===== src/rtl/sha1md_pkg.sv =====
package sha1md_pkg;

    typedef logic [31:0] t_word;

    // working variables a..e, also used for the chaining value H0..H4
    typedef struct packed {
        t_word a;
        t_word b;
        t_word c;
        t_word d;
        t_word e;
    } t_vars;

    // sequencer to message schedule window
    typedef struct packed {
        logic       push;      // shift one message byte in
        logic       step;      // advance the schedule by one round
        logic [7:0] data;      // byte to shift in
    } t_sched_ctrl;

    localparam t_word K_R00 = 32'h5A827999;
    localparam t_word K_R20 = 32'h6ED9EBA1;
    localparam t_word K_R40 = 32'h8F1BBCDC;
    localparam t_word K_R60 = 32'hCA62C1D6;

    localparam t_vars IV_VARS = '{
        a: 32'h67452301,
        b: 32'hEFCDAB89,
        c: 32'h98BADCFE,
        d: 32'h10325476,
        e: 32'hC3D2E1F0
    };

    localparam logic [7:0] PAD_BYTE       = 8'h80;
    localparam logic [5:0] LEN_FIELD_POS  = 6'd56;
    localparam logic [5:0] BLOCK_LAST_POS = 6'd63;
    localparam logic [6:0] ROUND_LAST     = 7'd79;
    localparam logic [2:0] LEN_BYTE_LAST  = 3'd7;
    localparam logic [2:0] WORD_IDX_LAST  = 3'd4;

    localparam logic [6:0] ROUND_STAGE1 = 7'd20;
    localparam logic [6:0] ROUND_STAGE2 = 7'd40;
    localparam logic [6:0] ROUND_STAGE3 = 7'd60;

endpackage


===== src/rtl/sha1_message_digest.sv =====
// SHA-1 hasher taking one message byte per input transaction (tdata), with tuser
// flagging a valid byte and tlast ending the message. Each byte is accepted, then
// shifted into the block window; each full 64-byte block then holds the input
// for 80 rounds through the single shared round unit and a final step that
// folds the result into the chaining value. At tlast the block is padded, one
// byte per cycle outside compressions (0x80, zeros, 64-bit length), which may
// cost a second compression, and the five digest words leave on the output
// stream, word 0 first, tuser giving the word index and tlast marking word 4.
// The hasher then returns to its initial values. No input is taken from tlast
// until the last digest word has been loaded into the output register.
module sha1_message_digest (
    input  logic        i_clk,
    input  logic        i_rst_n,
    input  logic        s_axis_tvalid,
    output logic        s_axis_tready,
    input  logic [7:0]  s_axis_tdata,   // [7:0] data_byte
    input  logic        s_axis_tuser,   // [0] has_byte
    input  logic        s_axis_tlast,   // end_of_message
    output logic        m_axis_tvalid,
    input  logic        m_axis_tready,
    output logic [31:0] m_axis_tdata,   // [31:0] digest_word
    output logic [2:0]  m_axis_tuser,   // [2:0] word_index
    output logic        m_axis_tlast    // last_word
);

    typedef enum logic [4:0] {
        S_IDLE  = 5'b00001,
        S_PUSH  = 5'b00010,
        S_ROUND = 5'b00100,
        S_ADD   = 5'b01000,
        S_OUT   = 5'b10000
    } t_state;

    // what the next byte push is, or where to go once a compression ends
    typedef enum logic [5:0] {
        PH_IDLE = 6'b000001,
        PH_DATA = 6'b000010,
        PH_ONE  = 6'b000100,
        PH_ZERO = 6'b001000,
        PH_LEN  = 6'b010000,
        PH_OUT  = 6'b100000
    } t_phase;

    t_state r_state, n_state;
    t_phase r_phase, n_phase;

    logic [7:0]  r_data;
    logic        r_eom;
    logic [63:0] r_bitlen;
    logic [5:0]  r_count;
    logic [5:0]  n_count;
    logic [2:0]  r_len_idx;
    logic [6:0]  r_round;
    logic [2:0]  r_widx;

    sha1md_pkg::t_vars r_h;
    sha1md_pkg::t_vars r_vars;
    sha1md_pkg::t_vars round_out;
    sha1md_pkg::t_word sched_w;
    sha1md_pkg::t_sched_ctrl sched_ctrl;

    logic [7:0]  len_byte;
    logic [7:0]  push_byte;
    logic [31:0] out_word;
    logic        s_accept;
    logic        out_load;

    logic        r_m_valid;
    logic [31:0] r_m_data;
    logic [2:0]  r_m_idx;
    logic        r_m_last;

    sha1md_lenmux u_lenmux (
        .i_len  (r_bitlen),
        .i_idx  (r_len_idx),
        .o_byte (len_byte)
    );

    sha1md_sched u_sched (
        .i_clk  (i_clk),
        .i_ctrl (sched_ctrl),
        .o_w    (sched_w)
    );

    sha1md_round u_round (
        .i_vars  (r_vars),
        .i_w     (sched_w),
        .i_round (r_round),
        .o_vars  (round_out)
    );

    assign s_accept      = s_axis_tvalid && s_axis_tready;
    assign s_axis_tready = (r_state == S_IDLE);
    assign out_load      = (r_state == S_OUT) && (!r_m_valid || m_axis_tready);
    assign n_count       = r_count + 6'd1;

    always_comb begin
        case (r_phase)
            PH_DATA: push_byte = r_data;
            PH_ONE:  push_byte = sha1md_pkg::PAD_BYTE;
            PH_LEN:  push_byte = len_byte;
            default: push_byte = 8'h00;
        endcase
    end

    always_comb begin
        sched_ctrl.push = (r_state == S_PUSH);
        sched_ctrl.step = (r_state == S_ROUND);
        sched_ctrl.data = push_byte;
    end

    // phase that follows the current push
    always_comb begin
        case (r_phase)
            PH_DATA: n_phase = r_eom ? PH_ONE : PH_IDLE;
            PH_ONE,
            PH_ZERO: n_phase = (n_count == sha1md_pkg::LEN_FIELD_POS) ? PH_LEN : PH_ZERO;
            PH_LEN:  n_phase = (r_len_idx == sha1md_pkg::LEN_BYTE_LAST) ? PH_OUT : PH_LEN;
            default: n_phase = PH_IDLE;
        endcase
    end

    function automatic t_state resume(input t_phase ph);
        case (ph)
            PH_IDLE: resume = S_IDLE;
            PH_OUT:  resume = S_OUT;
            default: resume = S_PUSH;
        endcase
    endfunction

    always_comb begin
        n_state = r_state;
        case (r_state)
            S_IDLE: begin
                if (s_accept) begin
                    if (s_axis_tuser || s_axis_tlast) begin
                        n_state = S_PUSH;
                    end
                end
            end
            S_PUSH: begin
                if (r_count == sha1md_pkg::BLOCK_LAST_POS) begin
                    n_state = S_ROUND;
                end else begin
                    n_state = resume(n_phase);
                end
            end
            S_ROUND: begin
                if (r_round == sha1md_pkg::ROUND_LAST) begin
                    n_state = S_ADD;
                end
            end
            S_ADD: begin
                n_state = resume(r_phase);
            end
            S_OUT: begin
                if (out_load && r_widx == sha1md_pkg::WORD_IDX_LAST) begin
                    n_state = S_IDLE;
                end
            end
            default: n_state = S_IDLE;
        endcase
    end

    always_comb begin
        case (r_widx)
            3'd0:    out_word = r_h.a;
            3'd1:    out_word = r_h.b;
            3'd2:    out_word = r_h.c;
            3'd3:    out_word = r_h.d;
            3'd4:    out_word = r_h.e;
            default: out_word = r_h.e;
        endcase
    end

    always_ff @(posedge i_clk) begin
        if (!i_rst_n) begin
            r_state   <= S_IDLE;
            r_phase   <= PH_IDLE;
            r_eom     <= 1'b0;
            r_bitlen  <= 64'd0;
            r_count   <= 6'd0;
            r_len_idx <= 3'd0;
            r_round   <= 7'd0;
            r_widx    <= 3'd0;
            r_h       <= sha1md_pkg::IV_VARS;
            r_m_valid <= 1'b0;
        end else begin
            r_state <= n_state;

            case (r_state)
                S_IDLE: begin
                    if (s_accept) begin
                        r_data  <= s_axis_tdata;
                        r_eom   <= s_axis_tlast;
                        r_phase <= s_axis_tuser ? PH_DATA : PH_ONE;
                    end
                end
                S_PUSH: begin
                    r_count <= n_count;
                    r_phase <= n_phase;
                    if (r_phase == PH_DATA) begin
                        r_bitlen <= r_bitlen + 64'd8;
                    end
                    if (r_phase == PH_LEN) begin
                        r_len_idx <= r_len_idx + 3'd1;
                    end
                    if (r_count == sha1md_pkg::BLOCK_LAST_POS) begin
                        r_vars  <= r_h;
                        r_round <= 7'd0;
                    end
                end
                S_ROUND: begin
                    r_vars <= round_out;
                    if (r_round == sha1md_pkg::ROUND_LAST) begin
                        r_round <= 7'd0;
                    end else begin
                        r_round <= r_round + 7'd1;
                    end
                end
                S_ADD: begin
                    r_h.a <= r_h.a + r_vars.a;
                    r_h.b <= r_h.b + r_vars.b;
                    r_h.c <= r_h.c + r_vars.c;
                    r_h.d <= r_h.d + r_vars.d;
                    r_h.e <= r_h.e + r_vars.e;
                end
                S_OUT: begin
                    if (out_load) begin
                        if (r_widx == sha1md_pkg::WORD_IDX_LAST) begin
                            r_widx   <= 3'd0;
                            r_h      <= sha1md_pkg::IV_VARS;
                            r_bitlen <= 64'd0;
                            r_phase  <= PH_IDLE;
                        end else begin
                            r_widx <= r_widx + 3'd1;
                        end
                    end
                end
                default: ;
            endcase

            if (out_load) begin
                r_m_valid <= 1'b1;
            end else if (m_axis_tready) begin
                r_m_valid <= 1'b0;
            end
        end
    end

    always_ff @(posedge i_clk) begin
        if (out_load) begin
            r_m_data <= out_word;
            r_m_idx  <= r_widx;
            r_m_last <= (r_widx == sha1md_pkg::WORD_IDX_LAST);
        end
    end

    assign m_axis_tvalid = r_m_valid;
    assign m_axis_tdata  = r_m_data;
    assign m_axis_tuser  = r_m_idx;
    assign m_axis_tlast  = r_m_last;

    // compression only starts on a block boundary
    a_round_on_boundary: assert property (@(posedge i_clk) disable iff (!i_rst_n)
        (r_state == S_ROUND) |-> (r_count == 6'd0))
        else $error("compression running with a partial block");

    a_round_idle_zero: assert property (@(posedge i_clk) disable iff (!i_rst_n)
        (r_state != S_ROUND) |-> (r_round == 7'd0))
        else $error("round counter not cleared outside compression");

    a_last_word_index: assert property (@(posedge i_clk) disable iff (!i_rst_n)
        m_axis_tvalid |-> (m_axis_tlast == (m_axis_tuser == sha1md_pkg::WORD_IDX_LAST)))
        else $error("tlast does not match final digest word index");

    a_eom_busy: assert property (@(posedge i_clk) disable iff (!i_rst_n)
        (s_accept && s_axis_tlast) |=> !s_axis_tready)
        else $error("input taken while finishing a message");

endmodule


===== src/rtl/sha1md_round.sv =====
module sha1md_round (
    input  sha1md_pkg::t_vars i_vars,
    input  sha1md_pkg::t_word i_w,
    input  logic [6:0]        i_round,
    output sha1md_pkg::t_vars o_vars
);

    sha1md_pkg::t_word f_val;
    sha1md_pkg::t_word k_val;
    sha1md_pkg::t_word tmp;

    always_comb begin
        if (i_round < sha1md_pkg::ROUND_STAGE1) begin
            f_val = (i_vars.b & i_vars.c) ^ (~i_vars.b & i_vars.d);
            k_val = sha1md_pkg::K_R00;
        end else if (i_round < sha1md_pkg::ROUND_STAGE2) begin
            f_val = i_vars.b ^ i_vars.c ^ i_vars.d;
            k_val = sha1md_pkg::K_R20;
        end else if (i_round < sha1md_pkg::ROUND_STAGE3) begin
            f_val = (i_vars.b & i_vars.c) ^ (i_vars.b & i_vars.d) ^ (i_vars.c & i_vars.d);
            k_val = sha1md_pkg::K_R40;
        end else begin
            f_val = i_vars.b ^ i_vars.c ^ i_vars.d;
            k_val = sha1md_pkg::K_R60;
        end
    end

    assign tmp = {i_vars.a[26:0], i_vars.a[31:27]} + f_val + i_vars.e + k_val + i_w;

    assign o_vars.a = tmp;
    assign o_vars.b = i_vars.a;
    assign o_vars.c = {i_vars.b[1:0], i_vars.b[31:2]};
    assign o_vars.d = i_vars.c;
    assign o_vars.e = i_vars.d;

endmodule


===== src/rtl/sha1md_sched.sv =====
module sha1md_sched (
    input  logic                    i_clk,
    input  sha1md_pkg::t_sched_ctrl i_ctrl,
    output sha1md_pkg::t_word       o_w
);

    // window holds W[t]..W[t+15]; bytes enter at the low end of the last word
    sha1md_pkg::t_word r_win [16];
    sha1md_pkg::t_word w_mix;

    assign w_mix = r_win[13] ^ r_win[8] ^ r_win[2] ^ r_win[0];

    always_ff @(posedge i_clk) begin
        if (i_ctrl.push) begin
            for (int i = 0; i < 15; i++) begin
                r_win[i] <= {r_win[i][23:0], r_win[i+1][31:24]};
            end
            r_win[15] <= {r_win[15][23:0], i_ctrl.data};
        end else if (i_ctrl.step) begin
            for (int i = 0; i < 15; i++) begin
                r_win[i] <= r_win[i+1];
            end
            r_win[15] <= {w_mix[30:0], w_mix[31]};
        end
    end

    assign o_w = r_win[0];

endmodule


===== src/rtl/sha1md_top_dummy_guard.sv =====
module sha1md_lenmux (
    input  logic [63:0] i_len,
    input  logic [2:0]  i_idx,
    output logic [7:0]  o_byte
);

    // big-endian length field, most significant byte first
    always_comb begin
        case (i_idx)
            3'd0:    o_byte = i_len[63:56];
            3'd1:    o_byte = i_len[55:48];
            3'd2:    o_byte = i_len[47:40];
            3'd3:    o_byte = i_len[39:32];
            3'd4:    o_byte = i_len[31:24];
            3'd5:    o_byte = i_len[23:16];
            3'd6:    o_byte = i_len[15:8];
            3'd7:    o_byte = i_len[7:0];
            default: o_byte = 8'h00;
        endcase
    end

endmodule


===== config.mk =====
export PLATFORM = sky130hd
export DESIGN_NAME = sha1_message_digest
export DESIGN_NICKNAME = d
export VERILOG_FILES = /design/src/rtl/sha1md_pkg.sv /design/src/rtl/sha1_message_digest.sv /design/src/rtl/sha1md_round.sv /design/src/rtl/sha1md_sched.sv /design/src/rtl/sha1md_top_dummy_guard.sv
export SDC_FILE = /design/constraint.sdc
export NUM_CORES = 2
export LEC_CHECK = 0
export ABC_AREA = 1
export BUFFER_PORTS_ARGS = -buffer_cell sky130_fd_sc_hd__buf_2
export CAP_MARGIN = 20
export CELL_PAD_IN_SITES_DETAIL_PLACEMENT = 1
export CELL_PAD_IN_SITES_GLOBAL_PLACEMENT = 1
export CORE_MARGIN = 2
export CORE_UTILIZATION = 46
export DETAILED_ROUTE_END_ITERATION = 10
export PLACE_DENSITY_LB_ADDON = 0.1
export REMOVE_ABC_BUFFERS = 1
export SLEW_MARGIN = 10
export SYNTH_ARGS = -nofsm -noshare
export SYNTH_HDL_FRONTEND = slang
export SYNTH_SLANG_ARGS = --single-unit

===== constraint.sdc =====
create_clock -name i_clk -period 34.3 [get_ports i_clk]
set_input_delay 8.575 -clock i_clk [delete_from_list [all_inputs] [get_ports i_clk]]
set_output_delay 8.575 -clock i_clk [all_outputs]
set_load 0.005 [all_outputs]

==> results_dict.tcl <==
set metrics [dict create \
    die_h_um 368 \
    grt_max_degree 203 \
    first_pass_iters 6 \
    synth.largest_area_cell "edfxtp_1" \
    clock_sinks 969 \
    crit_top_cell "nand2_1" \
    final_common_cell "nand2_1" \
    wl_per_cell_um 23.9 \
    synth_edf_count 716 \
    required_ns 34.99 \
    ys_async_sr_fraction_pct 0 \
    synthMuxAreaShare_pct 0 \
    power_leakage_nw 29.8 \
    clockRootBuffer "clkbuf_16" \
    cp_max_fo 55 \
    cts_tree "built" \
    maxSlewHeadroom_pct 17.4 \
    intPower_w 0.00219 \
    cts_buffers 111 \
    start_util_pct 46.4 \
    r2r_end "r_vars[157]$_DFFE_PP_" \
    die_w_um 368 \
    synth_seq_cells 969 \
    cts_buffer_depth 3 \
    setup_ws_ns 23.65 \
    synth_area_leaders "edfxtp_1 35%, nand2_1 17%, dfxtp_1 8.3%" \
    crit_arrival_ns 11.34 \
    p_total_w 0.00307 \
    synthAdderAreaFrac_pct 8.21 \
    finClkSkew_ns 0.0548 \
    htreeDepth 3 \
    drc 0 \
    cp_slowest_stage_delay_ns 0.73 \
    synth_top_family_by_area "simple AND/OR/NAND/NOR gates" \
    gp_congestion 1.02 \
    final_area_um2 66700 \
    syn2layout_area_growth_pct 9.26 \
    p_per_area_nw_per_um2 46.0 \
    startpoint "m_axis_tready" \
    synth_seq_area_share_pct 43.5 \
    dp_hpwl_mm 181 \
    cp-endpoint "r_bitlen[29]$_SDFFE_PN0P_" \
    period_share_pct 31.1 \
    synthFlopType "edfxtp_1" \
    hold_viol 0 \
    status "finished clean" \
    crit_path_cell_trace "buf_2 -> inv_1 -> nand2_1 -> nand2_1 -> nand2_1 -> nand3_4 -> buf_4 -> inv_2 -> nand3_1 -> o21ai_0 -> nand2_1 -> nor2_1" \
    sequentialPowerShare_pct 44.8 \
    rsz0062_at_grt "false" \
    io_buffers 51 \
    placed_cell_area_um2 62800 \
    cp-end-kind "register" \
    path_class "input pin to register" \
    ioPinCount 52 \
    fin_tns_setup_ns 0 \
    avgSynthCellArea_um2 7.59 \
    grt_pass1_vias 56401 \
    grt_antenna_before_repair 13 \
    worst_pin_slew_ns 1.24 \
    dr_total_vias 55710 \
    synth-compound-area-share_pct 10.7 \
    r2r_cells 23 \
    postRouteAntennaNets 0 \
    grt_use_total_pct 34.5 \
    holdBufCountCts 0 \
    grt_overflow 0 \
    first_iter_violations 4946 \
    yosys.area_share.simple_pct 25.6 \
    r2r-start "r_round[4]$_SDFFE_PN0P_" \
    clock_latency_ns 0.76 \
    startpoint_type "input pin" \
    synth_xor_area_share_pct 2.27 \
    clkPwrFrac_pct 41.4 \
    num_rows 133 \
    clock.fmax_mhz 93.9 \
    maxCapViolations 0 \
    ff2ff_setup_slack_ns 28.69 \
    p_sw_share_pct 28.5 \
    fin_crit_ns 10.65 \
    slowest_stage "inv_2" \
    post-cts-setup-buffers 0 \
    core_um2 132000 \
    yosys_warnings 0 \
    p_sw_w 0.000873 \
    ir_drop_uv 45.1 \
    ctsResizeCount 0 \
    setup_violations 0 \
    path_clk_slew_ns 0.06 \
    avgViaCountPerCell 5.66 \
    final_net_count 8332 \
    dpl_worst_slack_ns 22.96 \
    drv_slew 0 \
    syn_inst 8037 \
    comb_power_share_pct 13.9 \
    wirelength_mm 236 \
    yosysTopAreaCellShare_pct 35.2 \
    grt_pass1_wl_mm 353 \
    die_area_um2 136000 \
    synth_cell_type_count 52 \
    syn_area_um2 61000 \
    final_layout_size_suffix_gt1_share_pct 4.12 \
    mostFrequentLayoutCells "2,730 x nand2_1, 1,264 x inv_1, 716 x edfxtp_1" \
    hold_path_class "register to register" \
]
per-stage QoR:
stage	std cells	hold WS, ns	util (%)
floorplan	7780	0.430	-
global placement	9628	0.466	47.7
detailed placement	9628	0.479	47.7
CTS	9840	0.469	50.6
global route	9842	0.506	50.6
finish	9843	0.460	50.7
per-layer routing:
metal | share of wire, % | global-route usage (%) | vias to the layer above | routed length, um
met1 | 42 | 45.3 | 27413 | 99400
met2 | 45 | 54.4 | 1866 | 105000
met4 | 6.3 | 18.2 | 10 | 14900
met5 | 0.029 | 0 | - | 69
li1 | - | - | 25822 | -
met3 | 6.8 | 5.95 | 599 | 16100
critical path, delay by kind of cell:
family | cells | cell delay [ns]
compound gates | 1 | 0.23
buf+inv | 4 | 1.18
simple gates | 7 | 1.30
worst min-delay path by stage:
stage,from,to,slack (ns),cells after the start
after detailed placement,r_eom$_SDFFE_PN0P_,r_eom$_SDFFE_PN0P_,0.48,2
after floorplan,r_eom$_SDFFE_PN0P_,r_eom$_SDFFE_PN0P_,0.43,2
after global routing,r_h[138]$_SDFFE_PN0P_,r_h[138]$_SDFFE_PN0P_,0.51,2
final,r_eom$_SDFFE_PN0P_,r_eom$_SDFFE_PN0P_,0.46,2
after CTS,r_eom$_SDFFE_PN0P_,r_eom$_SDFFE_PN0P_,0.47,2
after global placement,r_eom$_SDFFE_PN0P_,r_eom$_SDFFE_PN0P_,0.47,2
power by group through the flow:
stage	logic, W	registers (W)	clock network, W
finish	0.000425	0.00137	0.00127
global route	0.000473	0.00138	0.00132
CTS	0.000421	0.00137	0.00129
detailed placement	0.000417	0.00140	0
global placement	0.000404	0.00139	0
floorplan	0.000283	0.00141	0
area by class of cell:
cell class              count  area [um2]
diodes                      1        2.50
repair buffers             95         658
clock inverters            55         644
fillers                 16347       65000
inverters                1276        4810
well taps                1755        2200
multi-input cells        5535       28600
flip-flops and latches    969       26600
clock buffers             157        3190
logic make-up (layout without fill, tap and decap cells):
group	Yosys count	count (layout)
XOR/XNOR	158	158
buffers and inverters	1533	1583
flip-flops	969	969
other	0	1
AO/OA/AOI/OAI	1197	1197
adder cells (fa/ha/maj)	330	330
AND/OR/NAND/NOR	3850	3850
synthesized netlist by cell type (16+ instances only):
cell      count
a211oi_1     25
a21o_1       16
a21oi_1     342
a221oi_1     50
buf_2        75
clkbuf_1    158
dfxtp_1     253
edfxtp_1    716
fa_1        117
ha_1        213
inv_1      1265
nand2_1    2731
nand3_1     409
nand4_1     102
nor2_1      443
nor3_1       75
o21ai_0     650
o21bai_1     29
o22ai_1      36
or2_2        26
xnor2_1     106
xor2_1       52
sequential cells by signal (all words and copies together) (netlist names), 7 cells and up:
register       count
m_axis_tdata      32
r_bitlen          61
r_data             8
r_h              160
r_round            7
r_vars           160
u_sched.r_win    512
(Power assumes the default switching activity.)
